==> src/design/sfc_pkg.sv <==
// Package for the scaled fast clock: time record type, mode flag bits,
// limits and the packet time loader. No dependencies.
package sfc_pkg;

  // Prescaler period in ticks per decisecond.
  localparam logic [4:0] TICKS_PER_TENTH = 5'd11;

  // Source address that accepts packets from any sender.
  localparam logic [7:0] ADDR_ANY = 8'hFF;

  // Shortest packet that carries the fast time section.
  localparam logic [7:0] PKT_FAST_LEN = 8'd14;

  // Configuration register indexes.
  localparam logic CFG_SOURCE_ADDRESS = 1'b0;
  localparam logic CFG_TIMEOUT_LIMIT  = 1'b1;

  // Mode flag bit positions.
  localparam int FLAG_FAST    = 0;
  localparam int FLAG_HOLD    = 1;
  localparam int FLAG_REAL_12 = 2;
  localparam int FLAG_FAST_12 = 3;

  // Clock mode codes.
  localparam logic [1:0] MODE_REAL      = 2'd0;
  localparam logic [1:0] MODE_FAST_RUN  = 2'd1;
  localparam logic [1:0] MODE_FAST_HOLD = 2'd2;
  localparam logic [1:0] MODE_HOLD_ONLY = 2'd3;

  // One time of day.
  typedef struct packed {
    logic [4:0] hours;
    logic [5:0] minutes;
    logic [5:0] seconds;
  } hms_t;

  // Loads a packet time; any field out of range gives midnight.
  function automatic hms_t load_hms(input logic [7:0] h, input logic [7:0] m,
                                    input logic [7:0] s);
    hms_t t;
    if (h >= 8'd24 || m >= 8'd60 || s >= 8'd60) begin
      t = '0;
    end else begin
      t.hours   = h[4:0];
      t.minutes = m[5:0];
      t.seconds = s[5:0];
    end
    return t;
  endfunction

endpackage

==> src/design/scaled_fast_clock_with_sync_unit.sv <==
// Scaled fast clock top level: packet loading, tick prescaler, fast time
// advance and the result register. Depends on sfc_pkg.
//
// Usage: every input beat is either a timer tick (req_type 0) or a received
// time packet (req_type 1) and yields exactly one result beat, carrying the
// real and fast times (zero while timed out), the clock mode and the 12-hour
// display flags. Both channels use valid/ready.
// The result of a beat accepted at one edge is valid from that edge on.
// Throughput is one beat per cycle while results are taken; the state update
// and the result are one pass of logic into the state and result registers.
// A packet splits the scale factor into whole minutes, seconds, deciseconds
// and tenths of a decisecond as it is loaded (three constant reciprocal
// products), so a decisecond step needs only narrow compare-and-subtract
// carries.
// When the receiver stalls, the result register holds and the input side
// takes a new beat only in the cycle in which the waiting result is taken.
// Configuration writes (cfg_write, cfg_index, cfg_data) take effect at once.
// Reset clears all time and mode state, sets the source address to any and
// the timeout limit to 50; the block reports timed out until the first
// packet unless the limit is written as zero.
module scaled_fast_clock_with_sync_unit
  import sfc_pkg::*;
(
  input  logic       clk,
  input  logic       rst,
  // Configuration port.
  input  logic       cfg_write,
  input  logic       cfg_index,
  input  logic [7:0] cfg_data,
  // Input channel.
  input  logic       in_valid,
  output logic       in_ready,
  input  logic       req_type,
  input  logic [7:0] src_addr,
  input  logic [7:0] pkt_length,
  input  logic [7:0] rx_real_hours,
  input  logic [7:0] rx_real_minutes,
  input  logic [7:0] rx_real_seconds,
  input  logic [7:0] rx_mode_flags,
  input  logic [7:0] rx_fast_hours,
  input  logic [7:0] rx_fast_minutes,
  input  logic [7:0] rx_fast_seconds,
  input  logic [15:0] rx_scale,
  // Output channel.
  output logic       out_valid,
  input  logic       out_ready,
  output logic       packet_taken,
  output logic       timed_out,
  output logic [1:0] clock_mode,
  output logic       fast_ampm,
  output logic       real_ampm,
  output logic [4:0] fast_hours_out,
  output logic [5:0] fast_minutes_out,
  output logic [5:0] fast_seconds_out,
  output logic [4:0] real_hours_out,
  output logic [5:0] real_minutes_out,
  output logic [5:0] real_seconds_out
);

  // Configuration registers.
  logic [7:0] source_address;
  logic [7:0] timeout_limit;

  // Clock state.
  logic [3:0] tick_prescale, tick_prescale_next;
  logic [7:0] timeout_count, timeout_count_next;
  logic [3:0] decisec_accum, decisec_accum_next;
  logic [3:0] tenths_accum, tenths_accum_next;
  logic [3:0] mode_flags, mode_flags_next;
  hms_t       real_time, real_time_next;
  hms_t       fast_time, fast_time_next;

  // Scale factor split as minutes, seconds, deciseconds and tenths.
  logic [3:0] scale_min, scale_min_next;
  logic [5:0] scale_sec, scale_sec_next;
  logic [3:0] scale_dsec, scale_dsec_next;
  logic [3:0] scale_tenth, scale_tenth_next;

  logic accept;
  logic taken;
  logic timed_out_next;

  assign in_ready = !out_valid || out_ready;
  assign accept   = in_valid && in_ready;

  // Configuration writes.
  always_ff @(posedge clk) begin
    if (rst) begin
      source_address <= ADDR_ANY;
      timeout_limit  <= 8'd50;
    end else if (cfg_write) begin
      case (cfg_index)
        CFG_SOURCE_ADDRESS: source_address <= cfg_data;
        CFG_TIMEOUT_LIMIT:  timeout_limit  <= cfg_data;
        default: ;
      endcase
    end
  end

  // Scale split by reciprocal products: /10, /100 and /6000, each exact over
  // the full 16-bit range.
  logic [31:0] prod_d10;
  logic [32:0] prod_d100;
  logic [32:0] prod_d6000;
  logic [12:0] scale_q10;
  logic [9:0]  scale_q100;
  logic [3:0]  scale_q6000;
  logic [15:0] tenth_full;
  logic [12:0] dsec_full;
  logic [9:0]  sec_full;

  always_comb begin
    prod_d10    = {16'd0, rx_scale} * 32'd52429;
    prod_d100   = {17'd0, rx_scale} * 33'd83887;
    prod_d6000  = {17'd0, rx_scale} * 33'd89479;
    scale_q10   = prod_d10[31:19];
    scale_q100  = prod_d100[32:23];
    scale_q6000 = prod_d6000[32:29];
    tenth_full  = rx_scale - ({3'd0, scale_q10} << 3) - ({3'd0, scale_q10} << 1);
    dsec_full   = scale_q10 - ({3'd0, scale_q100} << 3) - ({3'd0, scale_q100} << 1);
    sec_full    = scale_q100 - ({6'd0, scale_q6000} << 6) + ({6'd0, scale_q6000} << 2);
  end

  // Decisecond step: prescaler, tenths and decisecond carries, fast time.
  logic [4:0] tick_sum;
  logic       dsec_tick;
  logic       fast_run;
  logic [4:0] tenth_sum;
  logic       tenth_carry;
  logic [4:0] dsec_sum;
  logic       dsec_carry;
  logic [6:0] sec_sum;
  logic       sec_carry;
  logic [6:0] min_sum;
  logic       min_carry;
  logic [4:0] hour_sum;
  hms_t       fast_adv;

  always_comb begin
    tick_sum    = {1'b0, tick_prescale} + 5'd1;
    dsec_tick   = (tick_sum >= TICKS_PER_TENTH);
    fast_run    = mode_flags[FLAG_FAST] && !mode_flags[FLAG_HOLD];

    tenth_sum   = {1'b0, tenths_accum} + {1'b0, scale_tenth};
    tenth_carry = (tenth_sum >= 5'd10);
    dsec_sum    = {1'b0, decisec_accum} + {1'b0, scale_dsec} + {4'd0, tenth_carry};
    dsec_carry  = (dsec_sum >= 5'd10);

    sec_sum     = {1'b0, fast_time.seconds} + {1'b0, scale_sec} + {6'd0, dsec_carry};
    sec_carry   = (sec_sum >= 7'd60);
    min_sum     = {1'b0, fast_time.minutes} + {3'd0, scale_min} + {6'd0, sec_carry};
    min_carry   = (min_sum >= 7'd60);
    hour_sum    = fast_time.hours + {4'd0, min_carry};

    fast_adv.seconds = sec_carry ? 6'(sec_sum - 7'd60) : sec_sum[5:0];
    fast_adv.minutes = min_carry ? 6'(min_sum - 7'd60) : min_sum[5:0];
    fast_adv.hours   = (hour_sum >= 5'd24) ? 5'd0 : hour_sum;
  end

  // Next state for a tick or an accepted packet.
  always_comb begin
    tick_prescale_next = tick_prescale;
    timeout_count_next = timeout_count;
    decisec_accum_next = decisec_accum;
    tenths_accum_next  = tenths_accum;
    mode_flags_next    = mode_flags;
    real_time_next     = real_time;
    fast_time_next     = fast_time;
    scale_min_next     = scale_min;
    scale_sec_next     = scale_sec;
    scale_dsec_next    = scale_dsec;
    scale_tenth_next   = scale_tenth;
    taken              = 1'b0;

    if (req_type) begin
      if (source_address == ADDR_ANY || src_addr == source_address) begin
        taken           = 1'b1;
        real_time_next  = load_hms(rx_real_hours, rx_real_minutes, rx_real_seconds);
        mode_flags_next = rx_mode_flags[3:0];
        if (pkt_length >= PKT_FAST_LEN) begin
          fast_time_next   = load_hms(rx_fast_hours, rx_fast_minutes, rx_fast_seconds);
          scale_min_next   = scale_q6000;
          scale_sec_next   = sec_full[5:0];
          scale_dsec_next  = dsec_full[3:0];
          scale_tenth_next = tenth_full[3:0];
        end else begin
          fast_time_next   = '0;
          scale_min_next   = '0;
          scale_sec_next   = '0;
          scale_dsec_next  = '0;
          scale_tenth_next = '0;
        end
        decisec_accum_next = '0;
        tenths_accum_next  = '0;
        timeout_count_next = timeout_limit;
      end
    end else begin
      tick_prescale_next = dsec_tick ? 4'(tick_sum - TICKS_PER_TENTH) : tick_sum[3:0];
      if (dsec_tick) begin
        if (timeout_count != 8'd0) begin
          timeout_count_next = timeout_count - 8'd1;
        end
        if (fast_run) begin
          tenths_accum_next  = tenth_carry ? 4'(tenth_sum - 5'd10) : tenth_sum[3:0];
          decisec_accum_next = dsec_carry ? 4'(dsec_sum - 5'd10) : dsec_sum[3:0];
          fast_time_next     = fast_adv;
        end
      end
    end

    timed_out_next = (timeout_limit != 8'd0) && (timeout_count_next == 8'd0);
  end

  // State registers, updated on every accepted beat.
  always_ff @(posedge clk) begin
    if (rst) begin
      tick_prescale <= '0;
      timeout_count <= '0;
      decisec_accum <= '0;
      tenths_accum  <= '0;
      mode_flags    <= '0;
      real_time     <= '0;
      fast_time     <= '0;
      scale_min     <= '0;
      scale_sec     <= '0;
      scale_dsec    <= '0;
      scale_tenth   <= '0;
    end else if (accept) begin
      tick_prescale <= tick_prescale_next;
      timeout_count <= timeout_count_next;
      decisec_accum <= decisec_accum_next;
      tenths_accum  <= tenths_accum_next;
      mode_flags    <= mode_flags_next;
      real_time     <= real_time_next;
      fast_time     <= fast_time_next;
      scale_min     <= scale_min_next;
      scale_sec     <= scale_sec_next;
      scale_dsec    <= scale_dsec_next;
      scale_tenth   <= scale_tenth_next;
    end
  end

  // Mode code from the fast and hold flags.
  logic [1:0] mode_next;

  always_comb begin
    case ({mode_flags_next[FLAG_HOLD], mode_flags_next[FLAG_FAST]})
      2'b00:   mode_next = MODE_REAL;
      2'b01:   mode_next = MODE_FAST_RUN;
      2'b11:   mode_next = MODE_FAST_HOLD;
      default: mode_next = MODE_HOLD_ONLY;
    endcase
  end

  // Result valid flag.
  always_ff @(posedge clk) begin
    if (rst) begin
      out_valid <= 1'b0;
    end else if (accept) begin
      out_valid <= 1'b1;
    end else if (out_ready) begin
      out_valid <= 1'b0;
    end
  end

  // Result payload, loaded with each accepted beat.
  always_ff @(posedge clk) begin
    if (accept) begin
      packet_taken     <= taken;
      timed_out        <= timed_out_next;
      clock_mode       <= mode_next;
      fast_ampm        <= mode_flags_next[FLAG_FAST_12];
      real_ampm        <= mode_flags_next[FLAG_REAL_12];
      fast_hours_out   <= timed_out_next ? 5'd0 : fast_time_next.hours;
      fast_minutes_out <= timed_out_next ? 6'd0 : fast_time_next.minutes;
      fast_seconds_out <= timed_out_next ? 6'd0 : fast_time_next.seconds;
      real_hours_out   <= timed_out_next ? 5'd0 : real_time_next.hours;
      real_minutes_out <= timed_out_next ? 6'd0 : real_time_next.minutes;
      real_seconds_out <= timed_out_next ? 6'd0 : real_time_next.seconds;
    end
  end

endmodule

==> config.mk <==
export PLATFORM = sky130hd
export DESIGN_NAME = scaled_fast_clock_with_sync_unit
export DESIGN_NICKNAME = d
export VERILOG_FILES = /design/src/design/sfc_pkg.sv /design/src/design/scaled_fast_clock_with_sync_unit.sv
export SDC_FILE = /design/constraint.sdc
export NUM_CORES = 1
export LEC_CHECK = 0
export ABC_CLOCK_PERIOD_IN_PS = 10800
export BUFFER_PORTS_ARGS = -buffer_cell sky130_fd_sc_hd__buf_2
export CAP_MARGIN = 40
export CORE_MARGIN = 2
export CORE_UTILIZATION = 62
export CTS_BUF_LIST = sky130_fd_sc_hd__clkbuf_2 sky130_fd_sc_hd__clkbuf_4 sky130_fd_sc_hd__clkbuf_8
export CTS_CLUSTER_SIZE = 16
export DETAILED_ROUTE_END_ITERATION = 16
export GPL_TIMING_DRIVEN = 0
export PLACE_DENSITY = 0.82
export SYNTH_ARGS = -nofsm -noshare
export SYNTH_HDL_FRONTEND = slang
export SYNTH_SLANG_ARGS = --single-unit
==> constraint.sdc <==
create_clock -name clk -period 10.8 [get_ports clk]
set_input_delay 1.08 -clock clk [delete_from_list [all_inputs] [get_ports clk]]
set_output_delay 1.08 -clock clk [all_outputs]
set_load 0.005 [all_outputs]
After elaboration in Yosys (flattened, before gate mapping) --
Cells that the tools add are included. W data, S select, Z words.
Operators by class: $add $sub $neg 21, multipliers 3, eq/ne operators 5, reductions and logical operators 23, $lt $le $gt $ge 13, muxes and demuxes 36, bitwise logic cells 2
Operators with widths (count):
- $mux W17 | 9
- $mux W4 | 15
- $mul A16 B17 Y33 const B | 1
- $ge A8 B6 Y1 const B | 4
- $mux W8 | 4
- $mul A16 B17 Y29 const B | 1
- $mul A16 B16 Y23 const B | 1
- $mux W6 | 3
- $ge A8 B5 Y1 const B | 2
- $reduce_bool A8 Y1 | 2
- $sub A4 B4 Y4 | 4
- $ge A5 B4 Y1 const B | 3
- $add A7 B1 Y7 | 2
- $ge A7 B6 Y1 const B | 2
- $sub A4 B4 Y4 const B | 3
- $sub A6 B6 Y6 const B | 2
- $add A4 B4 Y5 | 2
- $add A5 B1 Y5 | 2
- $eq A8 B8 Y1 | 1
- $eq A8 B8 Y1 const B | 1
- $ge A8 B4 Y1 const B | 1
- $logic_not A8 Y1 | 1
- $sub A8 B1 Y8 const B | 1
- $add A6 B4 Y7 | 1
- other kinds (20) | 35
Word-level totals: output and inout bits 42, input bits 103, logic and storage cells 132, register bits after elaboration 133

Depth between registers and ports, before layout --
Gate-level depths: netlist of run 1.
depth in word-level cells 14, depth in mapped cells 44, depth with buffers taken out 44

Worst setup path after synthesis of run 1 --
OpenSTA, ideal clock, no wires.
path type reg-to-reg, start register tenths_accum[0], end register fast_time[13] (netlist bit), clock period less this slack 8.460 ns, setup time 0.128 ns, required time 10.672 ns, arrival time 8.332 ns, buffers on the path 0, slack 2.340 ns, stages on the path, launching flop included 42, path through dfxtp_1 ha_1 fa_1 xnor2_1 ha_1 nand2_1 a21boi_0 fa_1 inv_1 fa_1 xnor2_1 ha_1 nand2_1 a21boi_0 inv_1 fa_1 fa_1 xor2_1 [6 not listed] xor2_1 ha_1 nand2_1 o32ai_1 o21ai_0 and2_1 inv_1 ha_1 ha_1 nand3_1 xnor2_1 nand2_1 and3_1 a211oi_1 a31o_2 nor2_1 a21oi_1 nor2_1
Between the ends: longest elaborated chain between the ends 14
Ends and longest elaborated chain:
- from (decl) | line scaled_fast_clock_with_sync_unit.sv:68 | logic [3:0] tenths_accum, tenths_accum_next;
- from (signal assigned) | line scaled_fast_clock_with_sync_unit.sv:232 | tenths_accum <= tenths_accum_next;
- $add A4 B4 Y5 * | line scaled_fast_clock_with_sync_unit.sv:144 | tenth_sum = {1'b0, tenths_accum} + {1'b0, scale_tenth};
- $ge A5 B4 Y1 * | line scaled_fast_clock_with_sync_unit.sv:145 | tenth_carry = (tenth_sum >= 5'd10);
- $add A5 B1 Y5 * | line scaled_fast_clock_with_sync_unit.sv:146 | dsec_sum = {1'b0, decisec_accum} + {1'b0, scale_dsec} + {4'd0, tenth_carry};
- $ge A5 B4 Y1 * | line scaled_fast_clock_with_sync_unit.sv:147 | dsec_carry = (dsec_sum >= 5'd10);
- $add A7 B1 Y7 * | line scaled_fast_clock_with_sync_unit.sv:149 | sec_sum = {1'b0, fast_time.seconds} + {1'b0, scale_sec} + {6'd0, dsec_carry};
- $ge A7 B6 Y1 * | line scaled_fast_clock_with_sync_unit.sv:150 | sec_carry = (sec_sum >= 7'd60);
- $add A7 B1 Y7 * | line scaled_fast_clock_with_sync_unit.sv:151 | min_sum = {1'b0, fast_time.minutes} + {3'd0, scale_min} + {6'd0, sec_carry};
- $ge A7 B6 Y1 * | line scaled_fast_clock_with_sync_unit.sv:152 | min_carry = (min_sum >= 7'd60);
- $add A5 B1 Y5 * | line scaled_fast_clock_with_sync_unit.sv:153 | hour_sum = fast_time.hours + {4'd0, min_carry};
- $ge A5 B5 Y1 | line scaled_fast_clock_with_sync_unit.sv:157 | fast_adv.hours = (hour_sum >= 5'd24) ? 5'd0 : hour_sum;
- $mux W5 * | line scaled_fast_clock_with_sync_unit.sv:157
- $mux W17 * | line scaled_fast_clock_with_sync_unit.sv:203 | if (fast_run) begin
- $mux W17 * | line scaled_fast_clock_with_sync_unit.sv:199 | if (dsec_tick) begin
- $mux W17 * | line scaled_fast_clock_with_sync_unit.sv:175 | if (req_type) begin
- to (signal assigned) | line scaled_fast_clock_with_sync_unit.sv:235 | fast_time <= fast_time_next;
- to (decl) | line scaled_fast_clock_with_sync_unit.sv:71 | hms_t fast_time, fast_time_next;
Every way passes the cells marked *; elsewhere a longest branch is shown, timed or not. A chain may end at the register's enable or synchronous reset.

Final worst setup path of run 1 --
start register tenths_accum[0], end register fast_time[12] (netlist bit)
Same word-level chain as after synthesis.

==> results of run 1 <==
==> area by class of cell <==
cell class                      count  area [um^2]  area share (%)
Sequential cell                   133         3060            15.0
Multi-Input combinational cell   1403        14100            69.4
Buffer                             49          213            1.04
Clock buffer                       20          263            1.29
Clock inverter                     12          130           0.639
Inverter                          363         1360            6.69
Tap cell                          390          488            2.40
Antenna cell                        1         2.50          0.0123
Timing Repair Buffer              139          711            3.49
==> synth_stat cells (10+ instances only) <==
cell type and instances:
nor4_1 10, nor3_1 23, nor2b_1 17, a211o_1 12, nor2_1 107, xor2_1 24
clkbuf_1 40, a211oi_1 20, dfxtp_1 93, nand3_1 52, ha_1 340, inv_1 360
nand3b_1 11, o211ai_1 10, a21oi_2 22, fa_1 259, a21o_1 20, nand4_1 21
edfxtp_1 40, a22oi_1 12, nand2_1 137, a21oi_1 114, xnor2_1 47, o21ai_0 38
==> worst max-delay path, delay by kind of cell, from the launching register on <==
kind	cells	cell delay (ns)
adder cells (fa/ha/maj)	13	4.00
AO/OA/AOI/OAI	11	2.87
AND/OR/NAND/NOR	11	1.22
XOR/XNOR	4	1.06
flip-flops	1	0.32
buffers and inverters	4	0.30
==> sequential cells by signal, indices dropped and copies added (netlist names), 5 cells and up <==
name / flops
scale_sec: 6
fast_hours_out: 5
source_address: 8
fast_seconds_out: 6
timeout_count: 8
fast_time: 17
real_seconds_out: 6
timeout_limit: 8
real_minutes_out: 6
real_time: 17
real_hours_out: 5
fast_minutes_out: 6
==> per-stage QoR <==
step / power, mW / hold slack, ns / cells / setup slack [ns]
after floorplan: 3.93 / 0.436 / 1948 / 2.34
after CTS: 5.45 / 0.460 / 2509 / 0.931
after detailed placement: 4.99 / 0.449 / 2477 / 1.03
after global placement: 4.76 / 0.443 / 2475 / 1.39
after global routing: 6.10 / 0.477 / 2510 / 0.143
final: 5.44 / 0.457 / 2510 / 0.845
==> report_power, final <==
part | leakage [nW] | internal, mW | switching [mW]
clock | 0.201 | 0.216 | 0.206
combinational | 8.72 | 1.97 | 2.47
sequential | 1.16 | 0.555 | 0.0276
==> how the worst max path moves through the flow <==
stage               endpoint       startpoint  slack [ns]
3_3_place_gp   fast_time[13]  tenths_accum[0]        1.39
6_report       fast_time[12]  tenths_accum[0]        0.85
5_1_grt        fast_time[12]  tenths_accum[0]        0.14
4_1_cts        fast_time[12]  tenths_accum[0]        0.93
3_5_place_dp   fast_time[12]  tenths_accum[0]        1.03
2_1_floorplan  fast_time[13]  tenths_accum[0]        2.34
==> per-layer routing <==
metal | routed length [um] | vias to the layer above
met5 | 0 | -
met4 | 2050 | 0
met2 | 23600 | 640
met3 | 3630 | 156
met1 | 18600 | 7209
li1 | - | 6789
==> cells by family after synthesis <==
kind of cell / Yosys count / share of synthesized area [%]
adder cells (fa/ha/maj): 599 / 50.3
flip-flops: 133 / 16.3
AND/OR/NAND/NOR: 431 / 11.0
AO/OA/AOI/OAI: 295 / 10.3
multiplexers: 7 / 0.380
buffers and inverters: 412 / 8.38
XOR/XNOR: 71 / 3.31
==> cells in the final DEF (no fill, tap or decap), drive strengths merged, types with 6 or more instances in the layout <==
cell    instances
a211o          12
a211oi         21
a21o           21
a21oi         136
a22oi          12
a31oi           9
and3            8
buf           148
clkbuf         60
clkinv         10
dfxtp          93
edfxtp         40
fa            259
ha            340
inv           362
mux2i           6
nand2         138
nand3          52
nand3b         11
nand4          21
nor2          114
nor2b          17
nor3           24
nor3b           6
nor4           10
o211ai         10
o21ai          39
or3             6
xnor2          47
xor2           24
==> impl_metrics.env, run 1 <==
export IMPL_slowest_stage="a21boi_0"
export IMPL_synth_edf_count=40
export IMPL_cp_max_fo=4
export IMPL_clk_pin_slew_ns=0.08
export IMPL_pin_count=145
export IMPL_start_util_pct=63.2
export IMPL_utilization_pct=68.6
export IMPL_via_count=14800
export IMPL_die_area_mm2=0.0317
export IMPL_grt_pass1_vias=15600
export IMPL_drcViolationCount=0
export IMPL_grt_total_usage_pct=31.5
export IMPL_drt_pass1_iterations=5
export IMPL_fin_nets=2808
export IMPL_rr_worst_depth=43
export IMPL_rsz0062_at_grt="no"
export IMPL_holdPathEnd="real_time[4]"
export IMPL_dp_hpwl_mm=39.6
export IMPL_die_y_um=178
export IMPL_crit_arrival_ns=10.28
export IMPL_tritoncts="built"
export IMPL_ctsResizeCount=0
export IMPL_ys_seq_area_share_pct=16.3
export IMPL_worstReg2RegStart="tenths_accum[0]"
export IMPL_irDropWorstVdd_mv=0.387
export IMPL_fin_crit_ns=9.95
export IMPL_syn_nets=2650
export IMPL_synth_cells=1948
export IMPL_port_buffers=137
export IMPL_ys_warn_count=0
export IMPL_grt_pass1_wl_mm=77.4
export IMPL_cp_start_kind="flop"
export IMPL_required_ns=11.12
export IMPL_dpl_instance_area_mm2=0.0200
export IMPL_worstMarginPinSlew_ns=0.979
export IMPL_final_hold_viol_count=0
export IMPL_grt_util_met2_pct=54.7
export IMPL_rows=63
export IMPL_cp_slowest_stage_delay_ns=0.54
export IMPL_max_clock_path_buffers=2
export IMPL_syn_area_mm2=0.0188
export IMPL_gp_congestion=1.02
export IMPL_overflow=0
export IMPL_maxClockFrequency_mhz=100
export IMPL_drtIter0Drc=1067
export IMPL_core_mm2=0.0297
export IMPL_antenna_found_initial=1
export IMPL_status="complete, no violations"
export IMPL_fillers=2260
export IMPL_p_leak_nw=10.1
export IMPL_slew_violations=0
export IMPL_finalWirelength_mm=47.9
export IMPL_met1_usage_pct=37.6
export IMPL_avgSynthCellArea_um2=9.64
export IMPL_vias_per_cell=5.89
export IMPL_avgRoutedWirePerCell_um=19.1
export IMPL_syn2layout_area_growth_pct=8.50
export IMPL_grt_busiest_layer="met2"
export IMPL_fin_crit_sh_pct=92.2
export IMPL_cp_end_kind="flop"
export IMPL_setup_viol=0
export IMPL_crit_top_cell="fa_1"
export IMPL_clock_sinks=133
export IMPL_synth_cell_types=81
export IMPL_hold_depth=2
export IMPL_skew_ns=0.0205
export IMPL_synth_flop_cell="dfxtp_1"
export IMPL_synth_top_cell_by_area="fa_1"
export IMPL_rrSetupSlack_ns=0.85
export IMPL_numCtsBuffers=17
export IMPL_post_cts_buffers=0
export IMPL_slew_headroom_pct=34.6
export IMPL_postCtsHoldBufs=0
export IMPL_holdCritPathClass="flop to flop"
export IMPL_synth_top_area_share_pct=27.6
export IMPL_r2r_end="fast_time[12]"
export IMPL_power_density_mw_per_mm2=267
export IMPL_synth_async_reset_ratio_pct=0
export IMPL_netlist_top_cells_area="fa_1 28%, ha_1 23%, dfxtp_1 9.9%"
export IMPL_insertion_delay_ns=0.46
export IMPL_ant_nets=0
export IMPL_ys_seq_elements=133
export IMPL_maxCapViolations=0
export IMPL_critPathKind="flop to flop"
export IMPL_worstHoldStart="real_time[4]"
export IMPL_fin_setup_tns_ns=0
export IMPL_dieWidth_um=178
export IMPL_grt_max_degree=28
export IMPL_layout_drive_gt1_share_pct=10.5
export IMPL_design_area_mm2=0.0204
export IMPL_root_buffer="clkbuf_8"
export IMPL_cts_max_level=4
export IMPL_grtUsageMet3_pct=6.65
(Power assumes the default switching activity.)
==> inputs of run 2 (changes only) <==
- CELL_PAD_IN_SITES_DETAIL_PLACEMENT: default -> 1
- CELL_PAD_IN_SITES_GLOBAL_PLACEMENT: default -> 2
- CORE_UTILIZATION: 62 -> 41
- PLACE_DENSITY: 0.82 -> default
- PLACE_DENSITY_LB_ADDON: default -> 0.1
==> impl_metrics.env, run 2 (same netlist as run 1, synthesis figures left out) <==
export IMPL_met3_length_mm=1.38
export IMPL_dpl_instance_area_mm2=0.0202
export IMPL_crit_arrival_ns=10.16
export IMPL_setup_viol=0
export IMPL_syn2layout_area_growth_pct=10.0
export IMPL_hold_depth=2
export IMPL_via_count=14300
export IMPL_holdCritPathClass="flop to flop"
export IMPL_layout_drive_gt1_share_pct=10.5
export IMPL_max_clock_path_buffers=2
export IMPL_slowest_stage="a21boi_0"
export IMPL_grt_pass1_vias=15700
export IMPL_start_util_pct=41.5
export IMPL_antenna_found_initial=1
export IMPL_tritoncts="built"
export IMPL_p_leak_nw=10.1
export IMPL_worstMarginPinSlew_ns=0.868
export IMPL_dp_hpwl_mm=47.0
export IMPL_avgRoutedWirePerCell_um=20.7
export IMPL_post_cts_buffers=0
export IMPL_pin_count=145
export IMPL_dieWidth_um=218
export IMPL_insertion_delay_ns=0.49
export IMPL_fin_nets=2809
export IMPL_port_buffers=137
export IMPL_drcViolationCount=0
export IMPL_cp_max_fo=4
export IMPL_die_y_um=218
export IMPL_grt_total_usage_pct=24.8
export IMPL_die_area_mm2=0.0475
export IMPL_vias_per_cell=5.24
export IMPL_final_hold_viol_count=0
export IMPL_rsz0062_at_grt="no"
export IMPL_irDropWorstVdd_mv=0.429
export IMPL_finalWirelength_mm=56.4
export IMPL_grt_max_degree=35
export IMPL_rows=78
export IMPL_core_mm2=0.0453
export IMPL_design_area_mm2=0.0207
export IMPL_fin_setup_tns_ns=0
export IMPL_numCtsBuffers=17
export IMPL_grt_pass1_wl_mm=88.9
export IMPL_gp_congestion=0.890
export IMPL_cp_slowest_stage_delay_ns=0.44
export IMPL_drt_pass1_iterations=7
export IMPL_status="complete, no violations"
export IMPL_critPathKind="flop to flop"
export IMPL_reg_top3="fast_time x17, real_time x17"
export IMPL_fin_crit_ns=9.79
export IMPL_clock_sinks=133
export IMPL_drtIter0Drc=564
export IMPL_skew_ns=0.0109
export IMPL_maxCapViolations=0
export IMPL_maxClockFrequency_mhz=102
export IMPL_slew_violations=0
export IMPL_clk_pin_slew_ns=0.08
export IMPL_fin_crit_sh_pct=90.6
export IMPL_power_density_mw_per_mm2=270
export IMPL_rr_worst_depth=41
export IMPL_cp_end_kind="flop"
export IMPL_wl_met1_mm=23.6
export IMPL_slew_headroom_pct=42.0
export IMPL_ant_nets=0
export IMPL_maxUsedRoutingLayer="met4"
export IMPL_met2_length_mm=29.6
export IMPL_root_buffer="clkbuf_8"
export IMPL_layout_common_cells="360 x inv_1, 340 x ha_1, 259 x fa_1, 139 x buf_2, 137 x nand2_1"
export IMPL_overflow=0
export IMPL_final_common_cell="inv_1"
export IMPL_cp_start_kind="flop"
export IMPL_cts_max_level=4
export IMPL_required_ns=11.17
export IMPL_fillers=5216
-- run 2: report_power, final --
group	switching [mW]	internal, mW
registers	0.0309	0.555
logic	2.56	1.98
clock network	0.214	0.236
-- run 2: routing by layer --
layer | global-route usage [%] | vias up
met5 | 0 | -
met4 | 8.66 | 0
met3 | 2.40 | 74
met2 | 46.4 | 214
met1 | 29.4 | 7199
li1 | - | 6784
-- run 2: what timing repair did --
item,CTS,global route
hold buffers,0,0
gates resized for setup,0,2
setup endpoints to repair,0,6
-- run 2: area by class of cell --
cell class	instances	area [um^2]	area share (%)
Multi-Input combinational cell	1403	14100	68.5
Sequential cell	133	3060	14.8
Inverter	363	1360	6.60
Tap cell	600	751	3.63
Timing Repair Buffer	140	714	3.46
Clock buffer	19	255	1.24
Buffer	49	213	1.03
Clock inverter	13	156	0.757
Antenna cell	1	2.50	0.0121
-- run 2: path summary, 6_finish.rpt --
kind | from | to | slack, ns
setup / recovery | tenths_accum[0] | fast_time[12] | 1.01
hold / removal | real_time[7] | real_time[7] | 0.46
setup reg to reg | tenths_accum[0] | fast_time[12] | 1.01
hold reg to reg | real_time[7] | real_time[7] | 0.46
-- run 2: worst max-delay path: cells and delay by family (launching register included) --
family	cells	cell delay, ns
compound gates	9	2.41
buf+inv	4	0.42
xor+xnor	5	1.32
simple gates	9	0.95
flops	1	0.33
fa+ha+maj	14	4.22
-- run 2: stage by stage --
step / setup WS [ns] / utilization [%] / std cells / hold WS [ns] / power (mW)
after global routing: 0.0436 / 45.6 / 2721 / 0.477 / 6.33
after CTS: 0.676 / 45.6 / 2720 / 0.461 / 5.67
after detailed placement: 0.720 / 44.7 / 2688 / 0.449 / 5.16
final: 1.01 / 45.6 / 2721 / 0.458 / 5.57
after global placement: 0.884 / 44.6 / 2685 / 0.442 / 5.03
after floorplan: 2.34 / - / 1948 / 0.436 / 3.93
